`config.mk`:
```
export PLATFORM = sky130hd
export DESIGN_NAME = multiset_count_table_flat
export DESIGN_NICKNAME = d
export VERILOG_FILES = /design/src/sv/mct_pkg.sv /design/src/sv/mct_req_if.sv /design/src/sv/mct_rsp_if.sv /design/src/sv/mct_match.sv /design/src/sv/mct_table.sv /design/src/sv/multiset_count_table.sv /design/src/flat_wrapper.sv
export SDC_FILE = /design/constraint.sdc
export NUM_CORES = 2
export LEC_CHECK = 0
export BUFFER_PORTS_ARGS = -buffer_cell sky130_fd_sc_hd__buf_2
export CORE_AREA = 2 2 289 291
export DETAILED_ROUTE_END_ITERATION = 12
export DIE_AREA = 0 0 291 293
export GPL_ROUTABILITY_DRIVEN = 0
export HOLD_SLACK_MARGIN = 0.15
export PLACE_DENSITY = 0.82
export SYNTH_ARGS = -nofsm -noshare
export SYNTH_HDL_FRONTEND = slang
export SYNTH_SLANG_ARGS = --single-unit
```
`constraint.sdc`:
```
create_clock -name clk -period 12.5 [get_ports clk]
set_clock_uncertainty 0.15 [all_clocks]
set_input_delay 3.75 -clock clk [delete_from_list [all_inputs] [get_ports clk]]
set_output_delay 3.75 -clock clk [all_outputs]
set_load 0.01 [all_outputs]
```
`src/sv/mct_pkg.sv`:
```
package mct_pkg;

    localparam int KEY_PORT_WIDTH  = 32;
    localparam int AMOUNT_WIDTH    = 16;
    localparam int KEY_COUNT_WIDTH = 16;
    localparam int TOTAL_WIDTH     = 24;

    localparam logic [TOTAL_WIDTH-1:0] TOTAL_MAX = '1;

    typedef enum logic [1:0] {
        REQ_ADD        = 2'd0,
        REQ_REMOVE     = 2'd1,
        REQ_REMOVE_ALL = 2'd2,
        REQ_QUERY      = 2'd3
    } req_type_t;

    typedef struct packed {
        req_type_t                 req_type;
        logic [KEY_PORT_WIDTH-1:0] item_key;
        logic [AMOUNT_WIDTH-1:0]   amount;
    } req_t;

    typedef struct packed {
        logic                       flag;
        logic [KEY_COUNT_WIDTH-1:0] key_count;
        logic [TOTAL_WIDTH-1:0]     total_items;
        logic                       bag_empty;
        logic                       table_full;
    } rsp_t;

endpackage

```
`src/sv/mct_req_if.sv`:
```
interface mct_req_if;
    import mct_pkg::*;

    logic valid;
    logic ready;
    req_t data;

    modport source (output valid, output data, input ready);
    modport sink (input valid, input data, output ready);

endinterface

```
`src/sv/mct_rsp_if.sv`:
```
interface mct_rsp_if;
    import mct_pkg::*;

    logic valid;
    logic ready;
    rsp_t data;

    modport source (output valid, output data, input ready);
    modport sink (input valid, input data, output ready);

endinterface

```
`src/sv/mct_match.sv`:
```
module mct_match #(
    parameter int ENTRIES  = 16,
    parameter int KEY_BITS = 32
) (
    input  logic [KEY_BITS-1:0] keys [ENTRIES],
    input  logic [ENTRIES-1:0]  valid,
    input  logic [KEY_BITS-1:0] key,
    output logic [ENTRIES-1:0]  hit_vec,
    output logic [ENTRIES-1:0]  free_vec
);
    import mct_pkg::*;

    // parallel key compare against every live entry
    always_comb
    begin
        for (int i = 0; i < ENTRIES; i++)
        begin
            hit_vec[i] = valid[i] && (keys[i] == key);
        end
    end

    // lowest clear valid bit, one-hot
    assign free_vec = ~valid & (valid + ENTRIES'(1));

endmodule

```
`src/sv/mct_table.sv`:
```
module mct_table #(
    parameter int ENTRIES     = 16,
    parameter int KEY_BITS    = 32,
    parameter int COUNT_WIDTH = 16
) (
    input  logic          clk,
    input  logic          rst_n,
    input  logic          fire,
    input  mct_pkg::req_t req,
    output mct_pkg::rsp_t result
);
    import mct_pkg::*;

    localparam int AW = (COUNT_WIDTH > AMOUNT_WIDTH) ? COUNT_WIDTH : AMOUNT_WIDTH;
    localparam int SW = ((COUNT_WIDTH > TOTAL_WIDTH) ? COUNT_WIDTH : TOTAL_WIDTH) + 1;
    localparam logic [COUNT_WIDTH-1:0] COUNT_MAX = '1;

    logic [KEY_BITS-1:0]    key_reg [ENTRIES];
    logic [ENTRIES-1:0]     valid_reg;
    logic [ENTRIES-1:0]     valid_next;
    logic [COUNT_WIDTH-1:0] count_reg [ENTRIES];
    logic [COUNT_WIDTH-1:0] count_next [ENTRIES];
    logic [TOTAL_WIDTH-1:0] total_reg;
    logic [TOTAL_WIDTH-1:0] total_next;

    logic [KEY_BITS-1:0]    key;
    logic [ENTRIES-1:0]     hit_vec;
    logic [ENTRIES-1:0]     free_vec;
    logic [ENTRIES-1:0]     key_we;
    logic                   hit;
    logic                   free_avail;
    logic [COUNT_WIDTH-1:0] old_cnt;
    logic [AW-1:0]          amt_ext;
    logic [COUNT_WIDTH-1:0] add_amt;
    logic [COUNT_WIDTH:0]   add_sum;
    logic [COUNT_WIDTH-1:0] add_new;
    logic [COUNT_WIDTH-1:0] add_delta;
    logic [COUNT_WIDTH-1:0] rem_amt;
    logic [COUNT_WIDTH-1:0] rem_new;
    logic [SW-1:0]          tot_sum;
    logic [SW-1:0]          tot_diff;
    logic [TOTAL_WIDTH-1:0] tot_add;
    logic [TOTAL_WIDTH-1:0] tot_sub;
    logic                   flag;
    logic                   full;
    logic [COUNT_WIDTH-1:0] cnt;

    assign key = req.item_key[KEY_BITS-1:0];

    mct_match #(
        .ENTRIES  (ENTRIES),
        .KEY_BITS (KEY_BITS)
    ) u_match (
        .keys     (key_reg),
        .valid    (valid_reg),
        .key      (key),
        .hit_vec  (hit_vec),
        .free_vec (free_vec)
    );

    assign hit        = |hit_vec;
    assign free_avail = |free_vec;

    // keys are unique among live entries, so the hit vector is one-hot or zero
    always_comb
    begin
        old_cnt = '0;
        for (int i = 0; i < ENTRIES; i++)
        begin
            old_cnt = old_cnt | (hit_vec[i] ? count_reg[i] : '0);
        end
    end

    // add path, count saturates
    assign amt_ext   = AW'(req.amount);
    assign add_amt   = (amt_ext > AW'(COUNT_MAX)) ? COUNT_MAX : amt_ext[COUNT_WIDTH-1:0];
    assign add_sum   = {1'b0, old_cnt} + {1'b0, add_amt};
    assign add_new   = add_sum[COUNT_WIDTH] ? COUNT_MAX : add_sum[COUNT_WIDTH-1:0];
    assign add_delta = hit ? (add_new - old_cnt) : add_amt;

    // remove path, count clamps at zero
    assign rem_amt = ((req.req_type == REQ_REMOVE_ALL) || (amt_ext > AW'(old_cnt))) ?
                     old_cnt : amt_ext[COUNT_WIDTH-1:0];
    assign rem_new = old_cnt - rem_amt;

    // running total, saturating up and clamped at zero down
    assign tot_sum  = SW'(total_reg) + SW'(add_delta);
    assign tot_add  = (tot_sum > SW'(TOTAL_MAX)) ? TOTAL_MAX : tot_sum[TOTAL_WIDTH-1:0];
    assign tot_diff = SW'(total_reg) - SW'(rem_amt);
    assign tot_sub  = (SW'(rem_amt) >= SW'(total_reg)) ? '0 : tot_diff[TOTAL_WIDTH-1:0];

    always_comb
    begin
        valid_next = valid_reg;
        count_next = count_reg;
        total_next = total_reg;
        key_we     = '0;
        flag       = 1'b0;
        full       = 1'b0;
        cnt        = '0;
        case (req.req_type) inside
            REQ_ADD:
            begin
                if (hit)
                begin
                    for (int i = 0; i < ENTRIES; i++)
                    begin
                        if (hit_vec[i])
                        begin
                            count_next[i] = add_new;
                        end
                    end
                    total_next = tot_add;
                    cnt        = add_new;
                end
                else
                begin
                    flag = 1'b1;
                    if (add_amt != '0)
                    begin
                        if (!free_avail)
                        begin
                            full = 1'b1;
                        end
                        else
                        begin
                            for (int i = 0; i < ENTRIES; i++)
                            begin
                                if (free_vec[i])
                                begin
                                    valid_next[i] = 1'b1;
                                    count_next[i] = add_amt;
                                end
                            end
                            key_we     = free_vec;
                            total_next = tot_add;
                            cnt        = add_amt;
                        end
                    end
                end
            end
            REQ_REMOVE, REQ_REMOVE_ALL:
            begin
                if (hit)
                begin
                    flag = 1'b1;
                    for (int i = 0; i < ENTRIES; i++)
                    begin
                        if (hit_vec[i])
                        begin
                            count_next[i] = rem_new;
                            if (rem_new == '0)
                            begin
                                valid_next[i] = 1'b0;
                            end
                        end
                    end
                    total_next = tot_sub;
                    cnt        = rem_new;
                end
            end
            REQ_QUERY:
            begin
                if (hit)
                begin
                    flag = 1'b1;
                    cnt  = old_cnt;
                end
            end
            default:
            begin
            end
        endcase
    end

    assign result.flag        = flag;
    assign result.key_count   = KEY_COUNT_WIDTH'(cnt);
    assign result.total_items = total_next;
    assign result.bag_empty   = (total_next == '0);
    assign result.table_full  = full;

    always_ff @(posedge clk or negedge rst_n)
    begin
        if (!rst_n)
        begin
            valid_reg <= '0;
            total_reg <= '0;
            for (int i = 0; i < ENTRIES; i++)
            begin
                count_reg[i] <= '0;
            end
        end
        else if (fire)
        begin
            valid_reg <= valid_next;
            total_reg <= total_next;
            count_reg <= count_next;
        end
    end

    always_ff @(posedge clk)
    begin
        for (int i = 0; i < ENTRIES; i++)
        begin
            if (fire && key_we[i])
            begin
                key_reg[i] <= key;
            end
        end
    end

    assert property (@(posedge clk) disable iff (!rst_n) $onehot0(hit_vec))
        else $error("key matches more than one live entry");

    assert property (@(posedge clk) disable iff (!rst_n)
        (valid_reg == '0) |-> (total_reg == '0))
        else $error("empty table with nonzero total");

    assert property (@(posedge clk) disable iff (!rst_n)
        (fire && (req.req_type == REQ_QUERY)) |=> ($stable(valid_reg) && $stable(total_reg)))
        else $error("query changed table state");

    for (genvar g = 0; g < ENTRIES; g++)
    begin : g_live_count
        assert property (@(posedge clk) disable iff (!rst_n)
            valid_reg[g] |-> (count_reg[g] != '0))
            else $error("live entry holds zero count");
    end

endmodule

```
`src/sv/multiset_count_table.sv`:
```
// Bounded multiset counter. Each request word adds, removes, removes all of, or
// queries one key, and exactly one response word comes back for it, in order.
// Up to ENTRIES distinct keys are held with a COUNT_WIDTH count each; counts and
// the 24-bit total saturate, and an add of a nonzero amount of a new key with the
// table full is refused with table_full set. One request is taken per clock while
// the output register is free or draining: it is held in an input register,
// looked up against every entry at once, and the table and total are updated
// in that same cycle, so the next request sees the result. Responses sit in an
// output register; while one waits for ready, the next request waits in req_reg.
module multiset_count_table #(
    parameter int ENTRIES     = 16,
    parameter int KEY_WIDTH   = 32,
    parameter int COUNT_WIDTH = 16
) (
    input logic       clk,
    input logic       rst_n,
    mct_req_if.sink   req,
    mct_rsp_if.source rsp
);
    import mct_pkg::*;

    localparam int KEY_BITS = (KEY_WIDTH < KEY_PORT_WIDTH) ? KEY_WIDTH : KEY_PORT_WIDTH;

    logic stage_valid_reg;
    req_t req_reg;
    logic out_valid_reg;
    rsp_t rsp_reg;
    rsp_t result;
    logic fire;

    // request stage moves on when the output register is free or being drained
    assign fire      = stage_valid_reg && (!out_valid_reg || rsp.ready);
    assign req.ready = !stage_valid_reg || fire;

    mct_table #(
        .ENTRIES     (ENTRIES),
        .KEY_BITS    (KEY_BITS),
        .COUNT_WIDTH (COUNT_WIDTH)
    ) u_table (
        .clk    (clk),
        .rst_n  (rst_n),
        .fire   (fire),
        .req    (req_reg),
        .result (result)
    );

    always_ff @(posedge clk or negedge rst_n)
    begin
        if (!rst_n)
        begin
            stage_valid_reg <= 1'b0;
            out_valid_reg   <= 1'b0;
        end
        else
        begin
            if (req.ready)
            begin
                stage_valid_reg <= req.valid;
            end
            if (fire)
            begin
                out_valid_reg <= 1'b1;
            end
            else if (rsp.ready)
            begin
                out_valid_reg <= 1'b0;
            end
        end
    end

    always_ff @(posedge clk)
    begin
        if (req.valid && req.ready)
        begin
            req_reg <= req.data;
        end
        if (fire)
        begin
            rsp_reg <= result;
        end
    end

    assign rsp.valid = out_valid_reg;
    assign rsp.data  = rsp_reg;

    assert property (@(posedge clk) disable iff (!rst_n)
        (stage_valid_reg && !fire) |=> (stage_valid_reg && $stable(req_reg)))
        else $error("waiting request lost or overwritten");

    assert property (@(posedge clk) disable iff (!rst_n)
        (out_valid_reg && rsp_reg.table_full) |-> rsp_reg.flag)
        else $error("refused add without absent-key flag");

endmodule
```
`src/flat_wrapper.sv`:
```
// flat-port wrapper written by rule: the top's interface ports become plain ports
module multiset_count_table_flat import mct_pkg::*;
#(
    parameter int ENTRIES     = 16,
    parameter int KEY_WIDTH   = 32,
    parameter int COUNT_WIDTH = 16
)
  (clk, rst_n, req_valid, req_data, req_ready, rsp_valid, rsp_data, rsp_ready);
  mct_req_if req_i ();
  mct_rsp_if rsp_i ();
  input logic clk;
  input logic rst_n;
  input wire logic [$bits(req_i.valid)-1:0] req_valid;
  input wire logic [$bits(req_i.data)-1:0] req_data;
  output wire logic [$bits(req_i.ready)-1:0] req_ready;
  output wire logic [$bits(rsp_i.valid)-1:0] rsp_valid;
  output wire logic [$bits(rsp_i.data)-1:0] rsp_data;
  input wire logic [$bits(rsp_i.ready)-1:0] rsp_ready;
  assign req_i.valid = req_valid;
  assign req_i.data = req_data;
  assign req_ready = req_i.ready;
  assign rsp_valid = rsp_i.valid;
  assign rsp_data = rsp_i.data;
  assign rsp_i.ready = rsp_ready;
  multiset_count_table #(.ENTRIES(ENTRIES), .KEY_WIDTH(KEY_WIDTH), .COUNT_WIDTH(COUNT_WIDTH)) u_core (.clk(clk), .rst_n(rst_n), .req(req_i), .rsp(rsp_i));
endmodule
```
==> impl_metrics.tcl <==
set metrics [dict create \
    status "complete, no violations" \
    clkSlewWorstSetupHoldPaths_ns 0.06 \
    largest_register_ffs 512 \
    worst-slew-pin-transition_ns 1.35 \
    io_buffers 98 \
    dpl.hpwl_um 88700 \
    pin_count_of_the_biggest_net_entering_global_routing 81 \
    power-per-cell-area_nw_per_um2 156 \
    quantity_of_hold_fixing_buffers_added_after_cts 0 \
    totalWireLength_um 136000 \
    worst_ir_drop_vdd_uv 171 \
    register_area_sq_um 25600 \
    dp_slack_ns 0.832 \
    post_synth_most_frequent_cells "605 x sky130_fd_sc_hd__edfxtp_1, 405 x sky130_fd_sc_hd__nor2_1, 312 x sky130_fd_sc_hd__a21oi_1" \
    clock_latency_ns 0.69 \
    arrival_time_of_data_at_the_critical_path_endpoint_ns 12.25 \
    die_height_um 293 \
    numClockSinks 903 \
    tritoncts.num_buffers 88 \
    synth_top_area_cell "sky130_fd_sc_hd__edfxtp_1" \
    num_vias 34162 \
    num_rows 105 \
    finalNetCount 4220 \
    max_cap_violations 0 \
    die_width_um 291 \
    grt_pass1_wl_um 205000 \
    via_count_of_the_first_global_routing_pass 33445 \
    route.antenna.remaining_nets 0 \
    worst_path_most_repeated_cell "sky130_fd_sc_hd__a21oi_1" \
    synth_area_sq_um 44800 \
    starting_density 0.548 \
    cp-start-kind "flop" \
    layout-area-overhead-vs-synth_pct 12.0 \
    layout-drive-gt1-share 0.113 \
    globalRoute.totalOverflow 0 \
    grt_antenna_before_repair 2 \
    post_synth_num_cell_types 89 \
    maxClockFrequency_ghz 0.0843 \
    global_routing_usage_summed_across_all_routing_layers 0.316 \
    ys_async_sr_fraction 0.330 \
    multi_input_comb_area_sq_um 18100 \
    worst_slew_margin_rel 0.0989 \
    synth-main-ff-cell "sky130_fd_sc_hd__edfxtp_1" \
    cp_data_required_time_ns 12.88 \
    cp_slowest_cell "sky130_fd_sc_hd__edfxtp_1" \
    clock_tree.buffer_depth 3 \
    grt_setup_unrepaired "no" \
    post_synth.cell_area_avg_sq_um 11.4 \
    drt_pre_antenna_iters 8 \
    syn-num-nets 4088 \
    hold_path_class "flop to flop" \
    slowest_delay_ns 0.72 \
    synth_edf_count 605 \
    floorplan.core_area_sq_um 81800 \
    routed_via_density 6.56 \
    filler_cell_count 6165 \
    pin_count 99 \
    postSynthCellCount 3929 \
    portion_of_the_post_synthesis_area_used_by_sequential_elements 0.572 \
    floorplan.die_area_sq_um 85300 \
    synth_seq_cells 903 \
    synthDominantCellAreaShare 0.405 \
    most_common_cell_in_the_synthesized_netlist "sky130_fd_sc_hd__edfxtp_1" \
    share_of_the_clock_period_used_by_the_worst_path 0.949 \
    finalMaxSlewViolations 0 \
    drc 0 \
    timing.final.ws_setup_ns 0.639 \
    largest_driver_fanout_on_the_critical_path 16 \
    min_cycle_time_layout_ns 11.86 \
    hold_violations 0 \
    yosys-top-cells-area "sky130_fd_sc_hd__edfxtp_1 41%, sky130_fd_sc_hd__dfrtp_1 17%, sky130_fd_sc_hd__xor2_1 5.7%, sky130_fd_sc_hd__xnor2_1 5.1%, sky130_fd_sc_hd__a21oi_1 3.5%" \
    clock_tree.htree_level_count 3 \
    setup_viol 0 \
    power_leakage_nw 19.2 \
    totalNegativeSetupSlack_ns 0 \
    critical_path_class "flop to flop" \
    clock_tree.root_cell "sky130_fd_sc_hd__clkbuf_16" \
    cts_tree "done" \
    wire_per_inst_um 26.2 \
    drt_first_iter_violations 4815 \
    timing.critical_path.to_type "flop" \
    synth.yosys.warnings 0 \
]
-- layout by cell type (no fill, tap or decap), types with 14 or more instances in the layout --
cell type / n
sky130_fd_sc_hd__or4_1: 17
sky130_fd_sc_hd__buf_2: 97
sky130_fd_sc_hd__nand2_1: 252
sky130_fd_sc_hd__nand4_1: 114
sky130_fd_sc_hd__mux2i_1: 19
sky130_fd_sc_hd__inv_1: 86
sky130_fd_sc_hd__xor2_1: 294
sky130_fd_sc_hd__edfxtp_1: 605
sky130_fd_sc_hd__buf_4: 145
sky130_fd_sc_hd__xnor2_1: 259
sky130_fd_sc_hd__clkinv_2: 15
sky130_fd_sc_hd__nor3_1: 71
sky130_fd_sc_hd__o21a_1: 16
sky130_fd_sc_hd__dfrtp_1: 298
sky130_fd_sc_hd__nand3_1: 62
sky130_fd_sc_hd__a21o_1: 32
sky130_fd_sc_hd__nand2b_1: 34
sky130_fd_sc_hd__nor2b_1: 19
sky130_fd_sc_hd__a22o_1: 23
sky130_fd_sc_hd__o21bai_1: 14
sky130_fd_sc_hd__nor2_2: 18
sky130_fd_sc_hd__o21ai_0: 116
sky130_fd_sc_hd__clkbuf_16: 92
sky130_fd_sc_hd__and3_1: 20
sky130_fd_sc_hd__a22oi_1: 109
sky130_fd_sc_hd__or3_1: 16
sky130_fd_sc_hd__nand4b_1: 24
sky130_fd_sc_hd__a21oi_1: 309
sky130_fd_sc_hd__clkbuf_1: 25
sky130_fd_sc_hd__nor2_1: 388
sky130_fd_sc_hd__nor4_1: 138
sky130_fd_sc_hd__ha_1: 99
-- logic make-up after synthesis --
kind of cell | count (synthesis) | synth area share
AO/OA/AOI/OAI | 781 | 0.111
XOR/XNOR | 555 | 0.109
adder cells (fa/ha/maj) | 105 | 0.0301
multiplexers | 24 | 0.00547
AND/OR/NAND/NOR | 1261 | 0.141
buffers and inverters | 300 | 0.0317
flip-flops | 903 | 0.572
-- report_power, final --
part | internal, mW | total [mW] | switching [mW]
Clock | 1.61 | 2.79 | 1.18
Combinational | 0.519 | 1.42 | 0.902
Sequential | 3.44 | 3.64 | 0.198
-- routing by layer --
metal,global-route usage,routed length [um],vias up
met5,0,0,-
met1,0.410,49600,16353
met3,0.0671,16300,555
met2,0.493,61500,2585
met4,0.189,8710,0
li1,-,-,14669
-- metrics by stage --
step / power (mW) / utilization / hold WS, ns / instance area (sq um) / instances
floorplan: 4.59 / - / 0.300 / 44800 / 3929
global placement: 5.00 / 0.574 / 0.312 / 47000 / 5025
detailed placement: 5.04 / 0.574 / 0.320 / 47000 / 5025
CTS: 7.81 / 0.611 / 0.337 / 50000 / 5188
global route: 8.11 / 0.613 / 0.358 / 50200 / 5205
finish: 7.85 / 0.613 / 0.336 / 50200 / 5205
-- final timing paths --
| check | from | endpoint | slack, ns | cells after the start |
|---|---|---|---|---|
| max | u_core.req_reg[34] | u_core.rsp.data[1] | 0.64 | 50 |
| min | u_core.u_table.count_reg[251] | u_core.u_table.count_reg[251] | 0.34 | 2 |
| max reg2reg | u_core.req_reg[34] | u_core.rsp.data[1] | 0.64 | 50 |
| min reg2reg | u_core.u_table.count_reg[251] | u_core.u_table.count_reg[251] | 0.34 | 2 |
| max in group asynchronous | rst_n | u_core.u_table.count_reg[92] | 7.00 | 3 |
| min in group asynchronous | rst_n | u_core.u_table.count_reg[246] | 2.89 | 1 |
-- what timing repair did --
item / in CTS / in global routing
buffers inserted: 0 / 16
setup endpoints to repair: 0 / 1
gates resized for setup: 0 / 6
-- layout make-up --
| type | instances | share of cell area |
|---|---|---|
| Inverter | 88 | 0.00658 |
| Tap cell | 1070 | 0.0267 |
| Clock buffer | 123 | 0.0494 |
| Multi-Input combinational cell | 2726 | 0.360 |
| Antenna cell | 1 | 0.0000499 |
| Sequential cell | 903 | 0.511 |
| Timing Repair Buffer | 254 | 0.0359 |
| Clock inverter | 40 | 0.0109 |
-- worst max-delay path, delay by kind of cell, from the launching register on --
family / cells / cell delay [ns]
AO/OA/AOI/OAI: 24 / 4.62
XOR/XNOR: 2 / 0.25
adder cells (fa/ha/maj): 4 / 1.34
buffers and inverters: 5 / 1.25
flip-flops: 1 / 0.72
multiplexers: 1 / 0.09
AND/OR/NAND/NOR: 14 / 3.26
Power figures use the tool's default switching activity.
